### src/rtl/core/fcks_pkg.sv
// Shared types and constants for the canonical k-mer stream block.
package fcks_pkg;

  localparam int unsigned PositionBits = 48;
  localparam int unsigned KmerBits     = 64;
  localparam int unsigned OutPosBits   = 48;
  localparam int unsigned KBits        = 6;
  localparam int unsigned RunBits      = 6;
  localparam int unsigned BaseSlots    = KmerBits / 2;

  localparam logic [KBits-1:0] KReset = KBits'(21);
  localparam logic [KBits-1:0] KMin   = KBits'(1);
  localparam logic [KBits-1:0] KMax   = KBits'(BaseSlots);

  localparam logic [7:0] CharHeader = 8'h3E;
  localparam logic [7:0] CharLf     = 8'h0A;
  localparam logic [7:0] CharCr     = 8'h0D;
  localparam logic [7:0] CharUpA    = 8'h41;
  localparam logic [7:0] CharUpC    = 8'h43;
  localparam logic [7:0] CharUpG    = 8'h47;
  localparam logic [7:0] CharUpT    = 8'h54;
  localparam logic [7:0] CharLowA   = 8'h61;
  localparam logic [7:0] CharLowC   = 8'h63;
  localparam logic [7:0] CharLowG   = 8'h67;
  localparam logic [7:0] CharLowT   = 8'h74;

  localparam logic [1:0] CodeA = 2'd0;
  localparam logic [1:0] CodeC = 2'd1;
  localparam logic [1:0] CodeG = 2'd2;
  localparam logic [1:0] CodeT = 2'd3;

  typedef enum logic [2:0] {
    KIND_BASE,
    KIND_HDR,
    KIND_LF,
    KIND_CR,
    KIND_BAD
  } byte_kind_e;

  typedef struct packed {
    logic       valid;
    byte_kind_e kind;
    logic [1:0] code;
  } stage_t;

endpackage

### src/rtl/core/fcks_ifs.sv
// Handshake interfaces for the text, k-mer and configuration channels.
interface fcks_byte_if;
  logic       valid;
  logic       ready;
  logic [7:0] text_byte;

  modport source (output valid, output text_byte, input ready);
  modport sink (input valid, input text_byte, output ready);
endinterface

interface fcks_kmer_if;
  logic                                valid;
  logic                                ready;
  logic [fcks_pkg::KmerBits-1:0]       canonical_kmer;
  logic [fcks_pkg::OutPosBits-1:0]     kmer_start;

  modport source (output valid, output canonical_kmer, output kmer_start, input ready);
  modport sink (input valid, input canonical_kmer, input kmer_start, output ready);
endinterface

interface fcks_cfg_if;
  logic                          valid;
  logic                          ready;
  logic [fcks_pkg::KBits-1:0]    kmer_len;

  modport source (output valid, output kmer_len, input ready);
  modport sink (input valid, input kmer_len, output ready);
endinterface

### src/rtl/core/fasta_canonical_kmer_stream.sv
// Top level: input register, k-mer size register and rolling k-mer core.
// An accepted text word passes through the input register and then the result register, which drives kmer_o.
// Throughput: 1 text word per cycle; the only stall is a held word on kmer_o.
// The input register and the result register each hold one word.
// Reset clears the rolling state, position, header flag and both valid flags,
// and sets k to 21; it takes effect at once with no clearing pass.
module fasta_canonical_kmer_stream (
  input  logic               clk_i,
  input  logic               rst_ni,
  fcks_byte_if.sink          text_i,
  fcks_kmer_if.source        kmer_o,
  fcks_cfg_if.sink           cfg_i
);

  logic [fcks_pkg::KBits-1:0] k_q, k_d;
  fcks_pkg::stage_t           stage_q, stage_d;
  fcks_pkg::byte_kind_e       kind;
  logic [1:0]                 code;
  logic                       advance;

  assign cfg_i.ready = 1'b1;

  always_comb begin
    k_d = k_q;
    if (cfg_i.valid) begin
      if (cfg_i.kmer_len == '0) begin
        k_d = fcks_pkg::KMin;
      end else if (cfg_i.kmer_len > fcks_pkg::KMax) begin
        k_d = fcks_pkg::KMax;
      end else begin
        k_d = cfg_i.kmer_len;
      end
    end
  end

  fcks_classify u_classify (
    .text_byte_i (text_i.text_byte),
    .kind_o      (kind),
    .code_o      (code)
  );

  assign text_i.ready = !stage_q.valid || advance;

  always_comb begin
    stage_d = stage_q;
    if (text_i.ready) begin
      stage_d.valid = text_i.valid;
      stage_d.kind  = kind;
      stage_d.code  = code;
    end
  end

  always_ff @(posedge clk_i or negedge rst_ni) begin
    if (!rst_ni) begin
      k_q     <= fcks_pkg::KReset;
      stage_q <= '0;
    end else begin
      k_q     <= k_d;
      stage_q <= stage_d;
    end
  end

  fcks_roll u_roll (
    .clk_i            (clk_i),
    .rst_ni           (rst_ni),
    .stage_i          (stage_q),
    .kmer_len_i       (k_q),
    .kmer_ready_i     (kmer_o.ready),
    .advance_o        (advance),
    .kmer_valid_o     (kmer_o.valid),
    .canonical_kmer_o (kmer_o.canonical_kmer),
    .kmer_start_o     (kmer_o.kmer_start)
  );

endmodule

### src/rtl/core/fcks_classify.sv
// Byte decoder: sorts a FASTA text byte into header, line end, base or bad.
module fcks_classify (
  input  logic [7:0]           text_byte_i,
  output fcks_pkg::byte_kind_e kind_o,
  output logic [1:0]           code_o
);

  always_comb begin
    kind_o = fcks_pkg::KIND_BASE;
    code_o = fcks_pkg::CodeA;
    unique case (text_byte_i) inside
      fcks_pkg::CharHeader: kind_o = fcks_pkg::KIND_HDR;
      fcks_pkg::CharLf:     kind_o = fcks_pkg::KIND_LF;
      fcks_pkg::CharCr:     kind_o = fcks_pkg::KIND_CR;
      fcks_pkg::CharUpA, fcks_pkg::CharLowA: code_o = fcks_pkg::CodeA;
      fcks_pkg::CharUpC, fcks_pkg::CharLowC: code_o = fcks_pkg::CodeC;
      fcks_pkg::CharUpG, fcks_pkg::CharLowG: code_o = fcks_pkg::CodeG;
      fcks_pkg::CharUpT, fcks_pkg::CharLowT: code_o = fcks_pkg::CodeT;
      default: kind_o = fcks_pkg::KIND_BAD;
    endcase
  end

endmodule

### src/rtl/core/fcks_roll.sv
// Rolling k-mer state, canonical selection and result register.
module fcks_roll (
  input  logic                              clk_i,
  input  logic                              rst_ni,
  input  fcks_pkg::stage_t                  stage_i,
  input  logic [fcks_pkg::KBits-1:0]        kmer_len_i,
  input  logic                              kmer_ready_i,
  output logic                              advance_o,
  output logic                              kmer_valid_o,
  output logic [fcks_pkg::KmerBits-1:0]     canonical_kmer_o,
  output logic [fcks_pkg::OutPosBits-1:0]   kmer_start_o
);

  logic [fcks_pkg::KmerBits-1:0]     fwd_q, fwd_d, rev_q, rev_d;
  logic [fcks_pkg::RunBits-1:0]      run_q, run_d;
  logic                              hdr_q, hdr_d;
  logic [fcks_pkg::PositionBits-1:0] pos_q, pos_d;
  logic                              out_valid_q, out_valid_d;
  logic [fcks_pkg::KmerBits-1:0]     kmer_q, kmer_d;
  logic [fcks_pkg::OutPosBits-1:0]   start_q, start_d;

  logic                              proc;
  logic                              emit;
  logic [fcks_pkg::KmerBits-1:0]     mask;
  logic [fcks_pkg::KmerBits-1:0]     rev_ins;
  logic [fcks_pkg::KBits-1:0]        k_less;

  assign advance_o = !out_valid_q || kmer_ready_i;
  assign proc      = stage_i.valid && advance_o;
  assign k_less    = kmer_len_i - fcks_pkg::KBits'(1);

  always_comb begin
    for (int i = 0; i < fcks_pkg::BaseSlots; i++) begin
      mask[2*i +: 2] = {2{fcks_pkg::KBits'(i) < kmer_len_i}};
    end
  end

  assign rev_ins = fcks_pkg::KmerBits'(2'd3 - stage_i.code) << {k_less, 1'b0};

  always_comb begin
    fwd_d   = fwd_q;
    rev_d   = rev_q;
    run_d   = run_q;
    hdr_d   = hdr_q;
    pos_d   = pos_q;
    emit    = 1'b0;
    if (proc) begin
      if (stage_i.kind == fcks_pkg::KIND_HDR) begin
        fwd_d = '0;
        rev_d = '0;
        run_d = '0;
        hdr_d = 1'b1;
      end else if (hdr_q) begin
        if (stage_i.kind == fcks_pkg::KIND_LF) begin
          hdr_d = 1'b0;
        end
      end else begin
        unique case (stage_i.kind)
          fcks_pkg::KIND_BASE: begin
            fwd_d = ({fwd_q[fcks_pkg::KmerBits-3:0], stage_i.code}) & mask;
            rev_d = (rev_q >> 2) | rev_ins;
            if (run_q != '1) begin
              run_d = run_q + fcks_pkg::RunBits'(1);
            end
            if (pos_q != '1) begin
              pos_d = pos_q + fcks_pkg::PositionBits'(1);
            end
            emit = run_d >= fcks_pkg::RunBits'(kmer_len_i);
          end
          fcks_pkg::KIND_BAD: begin
            fwd_d = '0;
            rev_d = '0;
            run_d = '0;
          end
          default: ;
        endcase
      end
    end
  end

  always_comb begin
    out_valid_d = out_valid_q;
    if (advance_o) begin
      out_valid_d = emit;
    end
    kmer_d  = (fwd_d < rev_d) ? fwd_d : rev_d;
    start_d = fcks_pkg::OutPosBits'(pos_d - fcks_pkg::PositionBits'(kmer_len_i));
  end

  always_ff @(posedge clk_i or negedge rst_ni) begin
    if (!rst_ni) begin
      fwd_q       <= '0;
      rev_q       <= '0;
      run_q       <= '0;
      hdr_q       <= 1'b0;
      pos_q       <= '0;
      out_valid_q <= 1'b0;
    end else begin
      fwd_q       <= fwd_d;
      rev_q       <= rev_d;
      run_q       <= run_d;
      hdr_q       <= hdr_d;
      pos_q       <= pos_d;
      out_valid_q <= out_valid_d;
    end
  end

  always_ff @(posedge clk_i) begin
    if (emit) begin
      kmer_q  <= kmer_d;
      start_q <= start_d;
    end
  end

  assign kmer_valid_o     = out_valid_q;
  assign canonical_kmer_o = kmer_q;
  assign kmer_start_o     = start_q;

`ifndef NO_ASSERTIONS
  a_hdr_clears: assert property (@(posedge clk_i) disable iff (!rst_ni)
    proc && stage_i.kind == fcks_pkg::KIND_HDR |=>
      fwd_q == '0 && rev_q == '0 && run_q == '0 && hdr_q)
    else $error("header start did not clear rolling state");

  a_pos_monotonic: assert property (@(posedge clk_i) disable iff (!rst_ni)
    1'b1 |=> pos_q >= $past(pos_q))
    else $error("base position moved backward");

  a_out_has_run: assert property (@(posedge clk_i) disable iff (!rst_ni)
    out_valid_q |-> run_q != '0)
    else $error("result word held with empty run");

  a_hdr_no_emit: assert property (@(posedge clk_i) disable iff (!rst_ni)
    proc && hdr_q && stage_i.kind != fcks_pkg::KIND_HDR |=> !out_valid_q)
    else $error("result produced inside header");
`endif

endmodule

### src/flat_wrapper.sv
// flat-port wrapper written by rule: the top's interface ports become plain ports
module fasta_canonical_kmer_stream_flat 
  (clk_i, rst_ni, text_i_valid, text_i_text_byte, text_i_ready, kmer_o_valid, kmer_o_canonical_kmer, kmer_o_kmer_start, kmer_o_ready, cfg_i_valid, cfg_i_kmer_len, cfg_i_ready);
  fcks_byte_if text_i_i ();
  fcks_kmer_if kmer_o_i ();
  fcks_cfg_if cfg_i_i ();
  input  logic clk_i;
  input  logic rst_ni;
  input wire logic [$bits(text_i_i.valid)-1:0] text_i_valid;
  input wire logic [$bits(text_i_i.text_byte)-1:0] text_i_text_byte;
  output wire logic [$bits(text_i_i.ready)-1:0] text_i_ready;
  output wire logic [$bits(kmer_o_i.valid)-1:0] kmer_o_valid;
  output wire logic [$bits(kmer_o_i.canonical_kmer)-1:0] kmer_o_canonical_kmer;
  output wire logic [$bits(kmer_o_i.kmer_start)-1:0] kmer_o_kmer_start;
  input wire logic [$bits(kmer_o_i.ready)-1:0] kmer_o_ready;
  input wire logic [$bits(cfg_i_i.valid)-1:0] cfg_i_valid;
  input wire logic [$bits(cfg_i_i.kmer_len)-1:0] cfg_i_kmer_len;
  output wire logic [$bits(cfg_i_i.ready)-1:0] cfg_i_ready;
  assign text_i_i.valid = text_i_valid;
  assign text_i_i.text_byte = text_i_text_byte;
  assign text_i_ready = text_i_i.ready;
  assign kmer_o_valid = kmer_o_i.valid;
  assign kmer_o_canonical_kmer = kmer_o_i.canonical_kmer;
  assign kmer_o_kmer_start = kmer_o_i.kmer_start;
  assign kmer_o_i.ready = kmer_o_ready;
  assign cfg_i_i.valid = cfg_i_valid;
  assign cfg_i_i.kmer_len = cfg_i_kmer_len;
  assign cfg_i_ready = cfg_i_i.ready;
  fasta_canonical_kmer_stream u_core (.clk_i(clk_i), .rst_ni(rst_ni), .text_i(text_i_i), .kmer_o(kmer_o_i), .cfg_i(cfg_i_i));
endmodule
### config.mk
export PLATFORM = sky130hd
export DESIGN_NAME = fasta_canonical_kmer_stream_flat
export DESIGN_NICKNAME = d
export VERILOG_FILES = /design/src/rtl/core/fcks_pkg.sv /design/src/rtl/core/fcks_ifs.sv /design/src/rtl/core/fasta_canonical_kmer_stream.sv /design/src/rtl/core/fcks_classify.sv /design/src/rtl/core/fcks_roll.sv /design/src/flat_wrapper.sv
export SDC_FILE = /design/constraint.sdc
export NUM_CORES = 1
export LEC_CHECK = 0
export BUFFER_PORTS_ARGS = -buffer_cell sky130_fd_sc_hd__buf_4
export CAP_MARGIN = 0
export CORE_MARGIN = 1
export CORE_UTILIZATION = 45
export CTS_CLUSTER_DIAMETER = 60
export DETAILED_ROUTE_END_ITERATION = 6
export PLACE_DENSITY = 0.65
export SLEW_MARGIN = 20
export SYNTH_ARGS = -nofsm -noshare
export SYNTH_HDL_FRONTEND = slang
export SYNTH_SLANG_ARGS = --single-unit
### constraint.sdc
create_clock -name clk_i -period 7.5 [get_ports clk_i]
set_input_delay 1.5 -clock clk_i [delete_from_list [all_inputs] [get_ports clk_i]]
set_output_delay 1.5 -clock clk_i [all_outputs]
set_load 0.02 [all_outputs]
==> metrics.cfg <==
[clock_network]
clk_pin_slew_ns=0.06
post-cts-setup-buffers=0
h-tree-depth=2
cts_sinks=308
clock_latency_ns=0.57
cts_tree=built
clockBufferDepth=3
ctsResizeCount=0
ctsHoldBuffers=0
numCtsBuffers=36
root_buffer=clkbuf_16

[floorplanning]
fp.dieArea_um2=37800
fp.dieH_um=194
rows=70
coreArea_um2=36500
io_pins=134
start_util=0.456
die_w_um=194

[worst_setup_path]
max_stage_delay_ns=0.76
critPathSlowestCell=dfstp_2
crit_chain=inv_1 -> ha_1 -> nor3_1 -> and4_1 -> a211o_1 -> and2_1 -> a21oi_1 -> o21ai_0 -> inv_1 -> ha_1 -> a21o_1 -> a21o_1 -> a21oi_1 -> o221ai_1 -> a2111oi_0 -> a21oi_1 -> nor4_4 -> buf_4 -> mux2_2
required_ns=7.80
path_class=flip-flop to flip-flop
cp-end-kind=flip-flop
r2r_start=u_core.k_q[0]
critPathLaunchType=flip-flop
path_common_cell=a21oi_1
cp_max_fo=38
worstPathArrival_ns=6.74
crit_start=u_core.k_q[0]

[placed_design]
hpwl_um=32100
pre_cts_ws_ns=0.751
gp_congestion=0.967
portBuffers=132

[logic_synthesis]
netlist_top_cells_area=dfrtp_1, edfxtp_1, ha_1
synth_area_um2=16600
ys_ff_latch=308
yosysSeqAreaShare=0.497
synth_top_area_cell=dfrtp_1
syn_area_per_cell_um2=10.6
yosys.area.top_type_share=0.290
syn_nets=1674
ys.flop_type=dfrtp_1
yosysUniqueCellTypes=83
synthArstFlopShare=0.636
synth_cells=1574
synth_edf_count=112
ys_warn_count=0

[timing]
fmax_mhz=155
fin_crit_ns=6.44
drv_slew=0
finalCritPeriodShare=0.859
hold_violations=0
rsz0062_at_grt=no
setup_viol_count_final=0
tightest_slew_ns=0.890
slew_headroom=0.407
finalWorstSetupSlack_ns=1.06
setup_tns_ns=0
clock_skew_ns=0.0348

[pwr]
vdd_ir_drop_max_mv=0.155
p_per_area_nw_per_um2=201
p_leak_nw=8.48

[run_status]
violations=DRC
outcome=finished, violations left

[finish]
regArea_um2=8270
drive_gt1_frac=0.181
multi_input_area_um2=7650
area_growth_pct=16.7
final_nets=1799
num_antenna_cells=0
n_fill_cell=3201

[grt]
grt_start_max_net_pins=81
antenna_found_initial=0
grt_overflow=0
grt_pass1_vias=12500
grt_pass1_wl_um=71500
grt_usage=0.242

[flow_run]
maxCapViolCount=0

[detailed_routing]
drc=5
viasPerCell=5.90
drt-initial-drc-count=1233
vias=12900
first_pass_iters=7
wl_per_cell_um=20.7
wl_um=45400
ant_nets=0

[min_path]
hp-class=flip-flop to flip-flop
hold_start=u_core.u_roll.rev_q[0]

critical path, delay by kind of cell, from the launching register on:
kind | cells | cell delay [ns]
fa+ha+maj | 2 | 0.69
flops | 1 | 0.76
mux | 1 | 0.41
compound gates | 9 | 2.49
simple gates | 4 | 1.10
buf+inv | 3 | 0.73
worst paths after layout:
| check | to | slack, ns | depth (start not counted) |
|---|---|---|---|
| setup / recovery | u_core.u_roll.canonical_kmer_o[20] | 1.06 | 19 |
| hold reg to reg | u_core.u_roll.rev_q[0] | 0.50 | 2 |
| max in group asynchronous | u_core.u_roll.fwd_q[30] | 5.51 | 2 |
| setup reg to reg | u_core.u_roll.canonical_kmer_o[20] | 1.06 | 19 |
| hold / removal | u_core.u_roll.rev_q[0] | 0.50 | 2 |
| min in group asynchronous | u_core.u_roll.run_q[4] | 0.87 | 1 |
power breakdown:
group	total [mW]	switching [mW]	internal (mW)
Clock	1.88	0.745	1.13
Combinational	0.256	0.176	0.0794
Sequential	1.76	0.0174	1.75
Total	3.90	0.939	2.96
metal layers:
layer	global-route usage	up-vias	wire, um
met4	0.0802	0	1110
met2	0.389	474	21200
li1	-	6017	-
met5	0	-	0
met1	0.336	6373	20400
met3	0.0370	79	2640
registers in the layout, summed over array words and instances, names as in the netlist:
name	cells
u_core.u_roll.kmer_valid_o	1
u_core.u_roll.kmer_start_o	48
u_core.u_roll.rev_q	64
u_core.u_roll.fwd_q	64
u_core.u_roll.pos_q	48
u_core.u_roll.run_q	6
u_core.stage_q	6
u_core.k_q	6
u_core.u_roll.canonical_kmer_o	64
u_core.u_roll.hdr_q	1
metrics by stage:
step	utilization	hold WS, ns	cell area (um^2)	instances	total power [mW]
floorplan	-	0.456	16600	1574	1.94
global placement	0.497	0.471	18100	2128	2.05
CTS	0.531	0.489	19400	2194	3.93
global route	0.532	0.530	19400	2195	4.02
finish	0.532	0.503	19400	2195	3.90
detailed placement	0.497	0.476	18100	2128	2.05
final cells by class:
type                            instances  share of cell area
Sequential cell                       308               0.426
Multi-Input combinational cell       1079               0.394
Timing Repair Buffer                  157              0.0630
Clock buffer                           45              0.0496
Tap cell                              468              0.0301
Inverter                              117              0.0226
Clock inverter                         21              0.0151
cell usage in the layout, fill, tap and decap left out, drive strengths merged, types with 46 or more instances in the layout:
| cell type | count |
|---|---|
| a21oi | 65 |
| a22o | 61 |
| buf | 156 |
| clkbuf | 46 |
| dfrtp | 193 |
| edfxtp | 112 |
| ha | 80 |
| inv | 119 |
| mux2 | 60 |
| nand2 | 121 |
| nand3 | 46 |
| nor2 | 92 |
| nor3 | 46 |
| o21ai | 89 |
| xnor2 | 68 |
synth_stat cells (8+ instances only):
| master | n |
|---|---|
| xnor2_1 | 68 |
| or3_1 | 15 |
| a22oi_1 | 8 |
| clkbuf_1 | 54 |
| dfrtp_1 | 193 |
| nor3_1 | 45 |
| a21oi_1 | 65 |
| a32o_1 | 8 |
| nor2b_1 | 17 |
| ha_1 | 80 |
| edfxtp_1 | 112 |
| a22o_1 | 61 |
| xor2_1 | 25 |
| nor4_1 | 21 |
| o21ai_0 | 88 |
| mux2_2 | 54 |
| nor2_1 | 92 |
| a21o_1 | 23 |
| nand2b_1 | 11 |
| a222oi_1 | 11 |
| inv_1 | 115 |
| and2_1 | 17 |
| nand2_1 | 121 |
| a31oi_1 | 28 |
| and3_1 | 15 |
| nand3_1 | 41 |
| nand4_1 | 34 |
kinds of logic after synthesis:
logic type / synth area share
AOI/OAI and AO/OA: 0.145
adders and majority gates: 0.0613
DFF: 0.497
buffers and inverters: 0.0448
muxes: 0.0448
and+or+nand+nor: 0.158
other: 0.000225
xor gates and xnor gates: 0.0489
Power figures use the tool's default switching activity.
